[src/rtl/iqse_pkg.sv]
// shared constants and types of the integer quicksort engine
// no dependencies; used by every module of the block but iqse_ram
`timescale 1ns / 1ps
`default_nettype none

package iqse_pkg;

  localparam int DATA_W        = 32;
  localparam int MAX_ITEMS_DEF = 64;

  // result of the shared signed compare
  typedef struct packed {
    logic lt;
    logic eq;
  } cmp_t;

endpackage

`default_nettype wire

[src/rtl/iqse_ram.sv]
// generic single write port, single read port ram with registered read data
// no dependencies
`timescale 1ns / 1ps
`default_nettype none

module iqse_ram #(
  parameter int WIDTH = 32,
  parameter int DEPTH = 64
) (
  input  wire logic                     clk,
  input  wire logic                     we,
  input  wire logic [$clog2(DEPTH)-1:0] waddr,
  input  wire logic [WIDTH-1:0]         wdata,
  input  wire logic [$clog2(DEPTH)-1:0] raddr,
  output logic      [WIDTH-1:0]         rdata
);

  logic [WIDTH-1:0] mem [DEPTH];

  always_ff @(posedge clk) begin
    if (we) begin
      mem[waddr] <= wdata;
    end
    rdata <= mem[raddr];
  end

endmodule

`default_nettype wire

[src/rtl/iqse_cmp.sv]
// shared signed compare unit: one 33-bit subtract gives less-than and equal
// depends on iqse_pkg
`timescale 1ns / 1ps
`default_nettype none

module iqse_cmp (
  input  wire logic [iqse_pkg::DATA_W-1:0] a,
  input  wire logic [iqse_pkg::DATA_W-1:0] b,
  output iqse_pkg::cmp_t                   res
);

  logic [iqse_pkg::DATA_W:0] diff;

  assign diff   = {a[iqse_pkg::DATA_W-1], a} - {b[iqse_pkg::DATA_W-1], b};
  assign res.lt = diff[iqse_pkg::DATA_W];
  assign res.eq = (diff == '0);

endmodule

`default_nettype wire

[src/rtl/iqse_seq.sv]
// sequencer of the quicksort engine: load, partition loop, range stack, emit
// depends on iqse_pkg; drives the element and range rams and the shared compare
`timescale 1ns / 1ps
`default_nettype none

module iqse_seq #(
  parameter int MAX_ITEMS = iqse_pkg::MAX_ITEMS_DEF
) (
  input  wire logic                                    clk,
  input  wire logic                                    rst,
  // input request
  input  wire logic                                    in_valid,
  output logic                                         in_stall,
  input  wire logic [iqse_pkg::DATA_W-1:0]             value,
  input  wire logic                                    last,
  // result request
  output logic                                         out_valid,
  input  wire logic                                    out_stall,
  output logic [iqse_pkg::DATA_W-1:0]                  sorted_value,
  output logic                                         final_res,
  output logic                                         overflow,
  // element ram
  output logic                                         st_we,
  output logic [$clog2(MAX_ITEMS)-1:0]                 st_waddr,
  output logic [iqse_pkg::DATA_W-1:0]                  st_wdata,
  output logic [$clog2(MAX_ITEMS)-1:0]                 st_raddr,
  input  wire logic [iqse_pkg::DATA_W-1:0]             st_rdata,
  // range ram
  output logic                                         sk_we,
  output logic [$clog2(MAX_ITEMS)-1:0]                 sk_waddr,
  output logic [2*$clog2(MAX_ITEMS)-1:0]               sk_wdata,
  output logic [$clog2(MAX_ITEMS)-1:0]                 sk_raddr,
  input  wire logic [2*$clog2(MAX_ITEMS)-1:0]          sk_rdata,
  // shared compare
  output logic [iqse_pkg::DATA_W-1:0]                  pivot,
  input  wire iqse_pkg::cmp_t                          cmp
);

  localparam int IW = $clog2(MAX_ITEMS);
  localparam int CW = $clog2(MAX_ITEMS + 1);

  typedef enum logic [12:0] {
    S_LOAD  = 13'b0000000000001,
    S_POP   = 13'b0000000000010,
    S_POPW  = 13'b0000000000100,
    S_PIV   = 13'b0000000001000,
    S_JRD   = 13'b0000000010000,
    S_JCMP  = 13'b0000000100000,
    S_IRD   = 13'b0000001000000,
    S_ICMP  = 13'b0000010000000,
    S_PLACE = 13'b0000100000000,
    S_PUSH2 = 13'b0001000000000,
    S_ERD   = 13'b0010000000000,
    S_ECAP  = 13'b0100000000000,
    S_EWAIT = 13'b1000000000000
  } state_t;

  state_t        state;
  logic [CW-1:0] count;
  logic          ovf;
  logic [IW:0]   sp;
  logic [IW-1:0] lo;
  logic [IW-1:0] hi;
  logic [IW-1:0] i;
  logic [IW-1:0] j;
  logic [IW-1:0] k;

  logic          accept;
  logic          room;
  logic [CW-1:0] count_next;
  logic          i_lt_j;
  logic          sp_room;
  logic [IW-1:0] pop_lo;
  logic [IW-1:0] pop_hi;
  logic          push_left;
  logic          push_right;
  logic          emit_last;

  assign in_stall   = (state != S_LOAD);
  assign accept     = in_valid && !in_stall;
  assign room       = (count < CW'(MAX_ITEMS));
  assign count_next = room ? count + CW'(1) : count;
  assign i_lt_j     = (i < j);
  assign sp_room    = (sp < (IW + 1)'(MAX_ITEMS));
  assign pop_lo     = sk_rdata[2*IW-1:IW];
  assign pop_hi     = sk_rdata[IW-1:0];
  assign push_left  = ({1'b0, i} > ({1'b0, lo} + (IW + 1)'(1))) && sp_room;
  assign push_right = ({1'b0, hi} > ({1'b0, i} + (IW + 1)'(1))) && sp_room;
  assign emit_last  = ((CW'(k) + CW'(1)) == count);

  // ram strobes
  always_comb begin
    st_we    = 1'b0;
    st_waddr = i;
    st_wdata = st_rdata;
    st_raddr = j;
    sk_we    = 1'b0;
    sk_waddr = sp[IW-1:0];
    sk_wdata = {lo, i - IW'(1)};
    sk_raddr = sp[IW-1:0] - IW'(1);
    unique case (state)
      S_LOAD: begin
        st_waddr = count[IW-1:0];
        st_wdata = value;
        st_we    = accept && room;
        sk_waddr = '0;
        sk_wdata = {IW'(0), IW'(count_next - CW'(1))};
        sk_we    = accept && last && (count_next >= CW'(2));
      end
      S_POPW: begin
        st_raddr = pop_lo;
      end
      S_JCMP: begin
        st_waddr = i;
        st_we    = cmp.lt;
      end
      S_IRD: begin
        st_raddr = i;
      end
      S_ICMP: begin
        st_waddr = j;
        st_we    = !(cmp.lt || cmp.eq);
      end
      S_PLACE: begin
        st_waddr = i;
        st_wdata = pivot;
        st_we    = 1'b1;
        sk_wdata = {lo, i - IW'(1)};
        sk_we    = push_left;
      end
      S_PUSH2: begin
        sk_wdata = {i + IW'(1), hi};
        sk_we    = push_right;
      end
      S_ERD: begin
        st_raddr = k;
      end
      default: begin
      end
    endcase
  end

  always_ff @(posedge clk) begin
    if (rst) begin
      state     <= S_LOAD;
      count     <= '0;
      ovf       <= 1'b0;
      sp        <= '0;
      out_valid <= 1'b0;
    end else begin
      unique case (state)
        S_LOAD: begin
          if (accept) begin
            count <= count_next;
            if (!room) begin
              ovf <= 1'b1;
            end
            if (last) begin
              k <= '0;
              if (count_next >= CW'(2)) begin
                sp    <= (IW + 1)'(1);
                state <= S_POP;
              end else begin
                state <= S_ERD;
              end
            end
          end
        end
        S_POP: begin
          if (sp == '0) begin
            k     <= '0;
            state <= S_ERD;
          end else begin
            sp    <= sp - (IW + 1)'(1);
            state <= S_POPW;
          end
        end
        S_POPW: begin
          lo <= pop_lo;
          hi <= pop_hi;
          i  <= pop_lo;
          j  <= pop_hi;
          state <= (pop_lo >= pop_hi) ? S_POP : S_PIV;
        end
        S_PIV: begin
          pivot <= st_rdata;
          state <= S_JRD;
        end
        S_JRD: begin
          state <= i_lt_j ? S_JCMP : S_PLACE;
        end
        S_JCMP: begin
          if (cmp.lt) begin
            state <= S_IRD;
          end else begin
            j     <= j - IW'(1);
            state <= S_JRD;
          end
        end
        S_IRD: begin
          state <= i_lt_j ? S_ICMP : S_PLACE;
        end
        S_ICMP: begin
          if (cmp.lt || cmp.eq) begin
            i     <= i + IW'(1);
            state <= S_IRD;
          end else begin
            state <= S_JRD;
          end
        end
        S_PLACE: begin
          if (push_left) begin
            sp <= sp + (IW + 1)'(1);
          end
          state <= S_PUSH2;
        end
        S_PUSH2: begin
          if (push_right) begin
            sp <= sp + (IW + 1)'(1);
          end
          state <= S_POP;
        end
        S_ERD: begin
          state <= S_ECAP;
        end
        S_ECAP: begin
          sorted_value <= st_rdata;
          final_res    <= emit_last;
          overflow     <= ovf;
          out_valid    <= 1'b1;
          state        <= S_EWAIT;
        end
        S_EWAIT: begin
          if (!out_stall) begin
            out_valid <= 1'b0;
            if (final_res) begin
              count <= '0;
              ovf   <= 1'b0;
              state <= S_LOAD;
            end else begin
              k     <= k + IW'(1);
              state <= S_ERD;
            end
          end
        end
        default: begin
          state <= S_LOAD;
        end
      endcase
    end
  end

endmodule

`default_nettype wire

[src/rtl/integer_quicksort_engine_unit.sv]
// Sorts a set of signed 32-bit values, given one per input request with the
// final one marked by last, and returns them in ascending order, duplicates
// kept, final_res on the last result and overflow on every result of a set
// that lost requests beyond MAX_ITEMS. The input is never stalled while a set
// is loading. On the last request the block stalls its input and sorts in
// place: each range is popped from the stack and its first element taken as
// pivot, and every element visited by a partition scan is read from the
// single-read-port element ram and then checked by the shared signed
// comparator, so an already sorted set is the worst case. Each result is then
// read, captured and held on the output until it is taken. No pass over the
// rams is needed after reset.
// depends on iqse_pkg, iqse_ram, iqse_cmp and iqse_seq
`timescale 1ns / 1ps
`default_nettype none

module integer_quicksort_engine_unit #(
  parameter int MAX_ITEMS = iqse_pkg::MAX_ITEMS_DEF
) (
  input  wire logic                        clk,
  input  wire logic                        rst,
  input  wire logic                        in_valid,
  output logic                             in_stall,
  input  wire logic [iqse_pkg::DATA_W-1:0] value,
  input  wire logic                        last,
  output logic                             out_valid,
  input  wire logic                        out_stall,
  output logic [iqse_pkg::DATA_W-1:0]      sorted_value,
  output logic                             final_res,
  output logic                             overflow
);

  localparam int IW = $clog2(MAX_ITEMS);

  logic                        st_we;
  logic [IW-1:0]               st_waddr;
  logic [iqse_pkg::DATA_W-1:0] st_wdata;
  logic [IW-1:0]               st_raddr;
  logic [iqse_pkg::DATA_W-1:0] st_rdata;
  logic                        sk_we;
  logic [IW-1:0]               sk_waddr;
  logic [2*IW-1:0]             sk_wdata;
  logic [IW-1:0]               sk_raddr;
  logic [2*IW-1:0]             sk_rdata;
  logic [iqse_pkg::DATA_W-1:0] pivot;
  iqse_pkg::cmp_t              cmp;

  // element store
  iqse_ram #(
    .WIDTH (iqse_pkg::DATA_W),
    .DEPTH (MAX_ITEMS)
  ) u_store (
    .clk   (clk),
    .we    (st_we),
    .waddr (st_waddr),
    .wdata (st_wdata),
    .raddr (st_raddr),
    .rdata (st_rdata)
  );

  // pending range stack, low index above high index
  iqse_ram #(
    .WIDTH (2 * IW),
    .DEPTH (MAX_ITEMS)
  ) u_stack (
    .clk   (clk),
    .we    (sk_we),
    .waddr (sk_waddr),
    .wdata (sk_wdata),
    .raddr (sk_raddr),
    .rdata (sk_rdata)
  );

  iqse_cmp u_cmp (
    .a   (st_rdata),
    .b   (pivot),
    .res (cmp)
  );

  iqse_seq #(
    .MAX_ITEMS (MAX_ITEMS)
  ) u_seq (
    .clk          (clk),
    .rst          (rst),
    .in_valid     (in_valid),
    .in_stall     (in_stall),
    .value        (value),
    .last         (last),
    .out_valid    (out_valid),
    .out_stall    (out_stall),
    .sorted_value (sorted_value),
    .final_res    (final_res),
    .overflow     (overflow),
    .st_we        (st_we),
    .st_waddr     (st_waddr),
    .st_wdata     (st_wdata),
    .st_raddr     (st_raddr),
    .st_rdata     (st_rdata),
    .sk_we        (sk_we),
    .sk_waddr     (sk_waddr),
    .sk_wdata     (sk_wdata),
    .sk_raddr     (sk_raddr),
    .sk_rdata     (sk_rdata),
    .pivot        (pivot),
    .cmp          (cmp)
  );

endmodule

`default_nettype wire

[config.mk]
export PLATFORM = sky130hd
export DESIGN_NAME = integer_quicksort_engine_unit
export DESIGN_NICKNAME = d
export VERILOG_FILES = /design/src/rtl/iqse_pkg.sv /design/src/rtl/iqse_ram.sv /design/src/rtl/iqse_cmp.sv /design/src/rtl/iqse_seq.sv /design/src/rtl/integer_quicksort_engine_unit.sv
export SDC_FILE = /design/constraint.sdc
export NUM_CORES = 2
export LEC_CHECK = 0
export BUFFER_PORTS_ARGS = -buffer_cell sky130_fd_sc_hd__buf_4
export CORE_ASPECT_RATIO = 1.1
export CORE_MARGIN = 10
export CORE_UTILIZATION = 35
export DETAILED_ROUTE_END_ITERATION = 10
export GPL_TIMING_DRIVEN = 1
export PLACE_DENSITY_LB_ADDON = 0.05
export SLEW_MARGIN = 0
export SYNTH_ARGS = -nofsm -noshare
export SYNTH_HDL_FRONTEND = slang
export SYNTH_SLANG_ARGS = --single-unit
[constraint.sdc]
create_clock -name clk -period 7.5 [get_ports clk]
set_input_delay 1.5 -clock clk [delete_from_list [all_inputs] [get_ports clk]]
set_output_delay 1.5 -clock clk [all_outputs]
set_load 0.005 [all_outputs]
# Yosys cells after proc, flatten, opt, wreduce, memory -nomap -nowiden
# Memory sizes are Yosys's and may differ from the RTL's. A register that Yosys moved wholly into a read port is not among the register bits.
# Index checks and enable logic that the tools add are counted.
[totals] reg_bits=125 ramBits=2816 n_memories=2
[op_classes] add_sub_neg=13 order_cmp=7 eq_ne=28 muxes=52 n_bitwise=1 reduce_logical=28
[mem_list] memory="u_store.mem" depth=64 width=32 read_ports=1 rd_ports_with_merged_regs=1 wr=1 line_no="iqse_ram.sv:18" source="logic [WIDTH-1:0] mem [DEPTH];"
[mem_list] memory="u_stack.mem" depth=64 width=12 read_ports=1 rd_ports_with_merged_regs=1 wr=1 line_no="iqse_ram.sv:18"
[op_table] operator="$pmux W13 S13" n=1
[op_table] operator="$mux W7" n=12
[op_table] operator="$pmux W32 S2" n=1
[op_table] operator="$mux W6" n=8
[op_table] operator="$mux W13" n=3
[op_table] operator="$pmux W6 S2" n=3
[op_table] operator="$pmux W6 S3" n=2
[op_table] operator="$logic_not A33 Y1" n=1
[op_table] operator="$mux W11" n=3
[op_table] operator="$sub A32 B32 Y33" n=1
[op_table] operator="$pmux W7 S4" n=1
[op_table] operator="$pmux W12 S2" n=1
[op_table] operator="$sub A6 B1 Y6 const B" n=4
[op_table] operator="$add A6 B1 Y7 const B" n=3
[op_table] operator="$mux W9" n=2
[op_table] operator="$add A7 B1 Y7 const B" n=2
[op_table] operator="$gt A6 B7 Y1" n=2
[op_table] operator="$lt A7 B7 Y1 const B" n=2
[op_table] operator="$ne A2 B1 Y1 const B" n=7
[op_table] operator="$pmux W7 S2" n=1
[op_table] operator="$reduce_and A7 Y1" n=2
[op_table] operator="$eq A13 B1 Y1 const B" n=1
[op_table] operator="$eq A13 B10 Y1 const B" n=1
[op_table] operator="$eq A13 B11 Y1 const B" n=1
[op_table] operator="35 further kinds" n=64

# Depth between registers and ports, before layout
[depth] ltp_word=8 ltp_mapped=17 ltp_nobuf=14

# By module
# Synthesis repeated with hierarchy kept, for this count alone.
[hier_totals] hier_cells=5725 area_unflattened_um2=117672.9
[by_module_without_submodules] mod="iqse_ram (u_store)" instances=1 cells_per_inst=3324 area_each_um2=78515.3 seq_area_each_um2=62139.6
[by_module_without_submodules] mod="iqse_ram (u_stack)" instances=1 cells_per_inst=1339 area_each_um2=29851.1 seq_area_each_um2=23302.3
[by_module_without_submodules] mod="iqse_seq" instances=1 cells_per_inst=709 area_each_um2=7025.5 seq_area_each_um2=3463.3
[by_module_without_submodules] mod="iqse_cmp" instances=1 cells_per_inst=353 area_each_um2=2280.9 seq_area_each_um2=0.0

# Worst setup path after synthesis
# OpenSTA, ideal clock, no wires.
[synth_path] path_type="flip-flop to flip-flop" from="register u_seq.pivot[18] in the netlist's numbering" to="memory u_store.mem[48][0], enable pin" setup_ns=0.461 t_arrival_ns=5.044 t_required_ns=7.039 path_slack_ns=1.995 stages_incl_launch_ff=15 path_buffers=2 synth_period_minus_slack_ns=5.505 cell_sequence="edfxtp_1 > inv_1 > ha_1 > clkbuf_1 > a21oi_1 > o21ai_0 > o311ai_0 > a311oi_1 > a311oi_1 > a22oi_1 > and4_1 > o2111ai_1 > a21oi_2 > buf_2 > nor3_1"
[synth_via] elab_chain_len=7
[synth_rtl] element="start: declaration" line_no="iqse_seq.sv:35" source="output logic [iqse_pkg::DATA_W-1:0] pivot,"
[synth_rtl] element="start signal: assignment" line_no="iqse_seq.sv:186" source="pivot <= st_rdata;"
[synth_rtl] element="$sub A32 B32 Y33 (*)" line_no="iqse_cmp.sv:14" source="assign diff = {a[iqse_pkg::DATA_W-1], a} - {b[iqse_pkg::DATA_W-1], b};"
[synth_rtl] element="$logic_not A33 Y1" line_no="iqse_cmp.sv:16" source="assign res.eq = (diff == '0);"
[synth_rtl] element="$logic_or A1 B1 Y1" line_no="iqse_seq.sv:122" source="st_we = !(cmp.lt || cmp.eq);"
[synth_rtl] element="$logic_not A1 Y1" line_no="iqse_seq.sv:122"
[synth_rtl] element="$pmux W1 S4 (*)" line_no="iqse_seq.sv:101" source="unique case (state)"
[synth_rtl] element="$mux W1 (*)" line_no="iqse_ram.sv:21" source="if (we) begin"
[synth_rtl] element="$mux W1 (not written as such) (*)" line_no="iqse_ram.sv:22" source="mem[waddr] <= wdata;"
[synth_rtl] element="end: declaration" line_no="iqse_ram.sv:18"
# Every way passes the cells marked *; elsewhere a longest branch is shown, timed or not.

# Worst setup path after layout
[layout_path] from="register u_store.rdata[18] (read register of u_store.mem)" to="memory u_store.mem[3][21], enable pin"
[layout_via] elab_chain_len=7
[layout_rtl] element="start: declaration" line_no="iqse_ram.sv:15" source="output logic [WIDTH-1:0] rdata"
[layout_rtl] element="$sub A32 B32 Y33 (*)" line_no="iqse_cmp.sv:14"
[layout_rtl] element="$logic_not A33 Y1" line_no="iqse_cmp.sv:16"
[layout_rtl] element="$logic_or A1 B1 Y1" line_no="iqse_seq.sv:122"
[layout_rtl] element="$logic_not A1 Y1" line_no="iqse_seq.sv:122"
[layout_rtl] element="$pmux W1 S4 (*)" line_no="iqse_seq.sv:101"
[layout_rtl] element="$mux W1 (*)" line_no="iqse_ram.sv:21"
[layout_rtl] element="$mux W1 (not written as such) (*)" line_no="iqse_ram.sv:22"
# Marked as above.

==> impl_metrics.tcl <==
set metrics [dict create \
    viasPerCell 5.45 \
    rsz0062_at_grt "false" \
    internal_power_uw 34600 \
    ant_nets 0 \
    hold_path.class "flop to flop" \
    vias 71700 \
    layout_min_cycle_time_ns 6.71 \
    synth_fp_nets 8187 \
    synth_top_family_by_area "simple AND/OR/NAND/NOR gates" \
    fp.dieH_um 635 \
    max_cap_viol_count 0 \
    netlist_area_um2 120000 \
    synth.top_cell.area_share_pct 72.8 \
    worst_path_max_delay_cell "dfxtp_1" \
    comb_power_share_pct 23.2 \
    wl_per_cell_um 31.5 \
    fin_tns_setup_ns 0 \
    final-setup-viol-count 0 \
    clockBufferDepth 4 \
    grt_pass1_wl_um 576000 \
    power.density_nw_per_um2 373 \
    hold_buffers 0 \
    cp_data_required_time_ns 8.05 \
    cts_setup_buffers 0 \
    yosys-top-cells-area "edfxtp_1, nand2_1, mux4_2, nand3_1, mux2i_1" \
    syn_inst 8081 \
    placed_area_um2 128000 \
    die_area_um2 367000 \
    clkPwrFrac_pct 31.3 \
    track_usage_pct 21.9 \
    path_max_fanout 22 \
    worstPathArrival_ns 7.25 \
    fmax_mhz 149 \
    drt_pass1_iterations 7 \
    gp_congestion 0.820 \
    cts.sinks 2985 \
    crit_chain "ha_1 > a21oi_1 > o21ai_0 > o311ai_0 > a311oi_1 > a311oi_1 > a22oi_1 > and4_1 > o2111ai_1 > a21oi_4 > buf_4 > nor3_2 > buf_4" \
    clk_latency_ns 0.94 \
    core_um2 342000 \
    io_buffer_count 72 \
    wl_um 413000 \
    layout_common_cells "edfxtp_1, nand2_1, nand3_1" \
    drc 0 \
    final_common_cell "edfxtp_1" \
    antenna_found_initial 28 \
    yosysUniqueCellTypes 83 \
    die_w_um 579 \
    synth-edff-count 2912 \
    first_iter_violations 6867 \
    status "finished, final reports clean" \
    finalClockSkew_ns 0.0744 \
    critical_path.max_stage_delay_ns 1.06 \
    overflow 0 \
    post_cts_resize_count 0 \
    ys_seq_elements 2985 \
    root_buffer "clkbuf_16" \
    start_util_pct 35.2 \
    synth_flop_cell "edfxtp_1" \
    synth-compound-area-share_pct 5.22 \
    synth_adder_area_share_pct 0.731 \
    syn_area_per_cell_um2 14.9 \
    power.total_uw 51600 \
    fin_area_um2 138000 \
    yosys.area.top_type "edfxtp_1" \
    ioPinCount 73 \
    crit_type "flop to flop" \
    leakage_uw 0.0458 \
    setup.worst_path.end_class "flop" \
    htree_num_levels 5 \
    reg2reg_depth 13 \
    irDropWorstVdd_uv 503 \
    synthToLayoutAreaGrowth_pct 15.1 \
    finalCritPeriodShare_pct 89.4 \
    n_fill_cell 31600 \
    hold_violations 0 \
    slew_viol_final 0 \
    holdPathStages 0 \
    synthMuxAreaShare_pct 6.25 \
    first_global_vias 70700 \
    power.switching_uw 17000 \
    startpoint_type "flop" \
    slew_headroom_pct 14.6 \
    drive_gt1_share_pct 15.0 \
    cts_tree "yes" \
    fin_nets 8434 \
    ys.warnings.count 0 \
    ys_async_sr_fraction_pct 0 \
    rows 225 \
    switching_share_pct 32.9 \
    p_seq_share_pct 45.5 \
    numCtsBuffers 331 \
    worst_pin_slew_ns 1.28 \
    synth_xor_area_share_pct 0.372 \
    synthSimpleGateAreaFrac_pct 11.2 \
    path_clk_slew_ns 0.06 \
    dpl.hpwl_um 254000 \
    grt_max_degree 110 \
    ys_seq_area_share_pct 74.0 \
]
## worst max-delay path, delay by kind of cell (launching register included)
kind,cells,cell delay [ns]
AOI/OAI and AO/OA,8,2.59
buffers and inverters,2,0.78
and+or+nand+nor,2,1.31
adders and majority gates,1,0.51
DFF,1,1.06
## worst paths after layout
kind | from | to | slack, ns
max reg2reg | u_store.rdata[18]$_DFF_P_ | u_store.mem[3][21]$_DFFE_PP_ | 0.79
min reg2reg | u_seq.ovf$_SDFFE_PP0P_ | u_seq.overflow$_DFFE_PP_ | 0.45
min | u_seq.ovf$_SDFFE_PP0P_ | u_seq.overflow$_DFFE_PP_ | 0.45
max | u_store.rdata[18]$_DFF_P_ | u_store.mem[3][21]$_DFFE_PP_ | 0.79
## power groups by stage
stage	Clock, uW	Sequential (uW)	Combinational [uW]
after floorplan	0	23800	5380
after global placement	0	23800	12100
after detailed placement	0	23800	12300
after CTS	16500	23500	12300
after global routing	17100	23500	12700
final	16100	23400	12000
## layer usage
layer | track usage (%) | vias up | share of wire, %
li1 | - | 31600 | -
met1 | 29.4 | 37600 | 43
met2 | 37.3 | 1961 | 49
met3 | 2.78 | 497 | 4.8
met4 | 6.17 | 2 | 3.2
met5 | 0 | - | 0.0031
## registers in the layout, summed over array words and instances, names as in the netlist, 7 cells and up
register,cells
u_store.mem,2048
u_stack.rdata,12
u_seq.pivot,32
u_seq.sorted_value,32
u_store.rdata,32
u_seq.state,13
u_seq.sp,7
u_stack.mem,768
u_seq.count,7
## stage by stage
step | worst slack [ns] | hold slack (ns) | std cells | utilization, %
floorplan | 1.99 | 0.408 | 8081 | -
global placement | 0.794 | 0.424 | 12500 | 37.4
detailed placement | 0.866 | 0.431 | 12500 | 37.4
CTS | 0.815 | 0.445 | 13100 | 40.5
global route | 0.513 | 0.475 | 13100 | 40.5
finish | 0.794 | 0.449 | 13100 | 40.5
## final cells by class
class	count	area [um^2]	share of cell area (%)
Antenna cell	6	15.0	0.0109
Clock buffer	435	8940	6.46
Clock inverter	162	1640	1.18
Inverter	61	229	0.166
Multi-Input combinational cell	4525	29400	21.3
Sequential cell	2985	88900	64.3
Tap cell	4540	5680	4.11
Timing Repair Buffer	424	3480	2.52
## cells by family (layout without fill, tap and decap cells)
logic type               count (synthesis)  in the layout
other                                    0              6
adder cells (fa/ha/maj)                 69             69
AO/OA/AOI/OAI                          886            886
AND/OR/NAND/NOR                       3084           3084
flip-flops                            2985           2985
XOR/XNOR                                51             51
multiplexers                           435            435
buffers and inverters                  571           1082
## cells in the mapped netlist (20+ instances only)
library cell,count
o2111ai_1,20
nor2_1,181
inv_1,60
mux4_2,252
o21ai_0,93
nand2_1,1794
nor3_1,106
mux2i_1,182
a22oi_1,38
a32oi_1,49
nand3_1,672
buf_1,39
clkbuf_1,244
ha_1,67
a211oi_1,53
a32o_1,21
and3_1,138
buf_2,164
xor2_1,23
o22ai_1,64
nand4_1,62
xnor2_1,28
edfxtp_1,2912
a311oi_1,123
buf_4,45
a31oi_1,155
dfxtp_1,73
nor4_1,26
a21oi_1,126
Note: power is estimated with default switching activity, not from simulation.
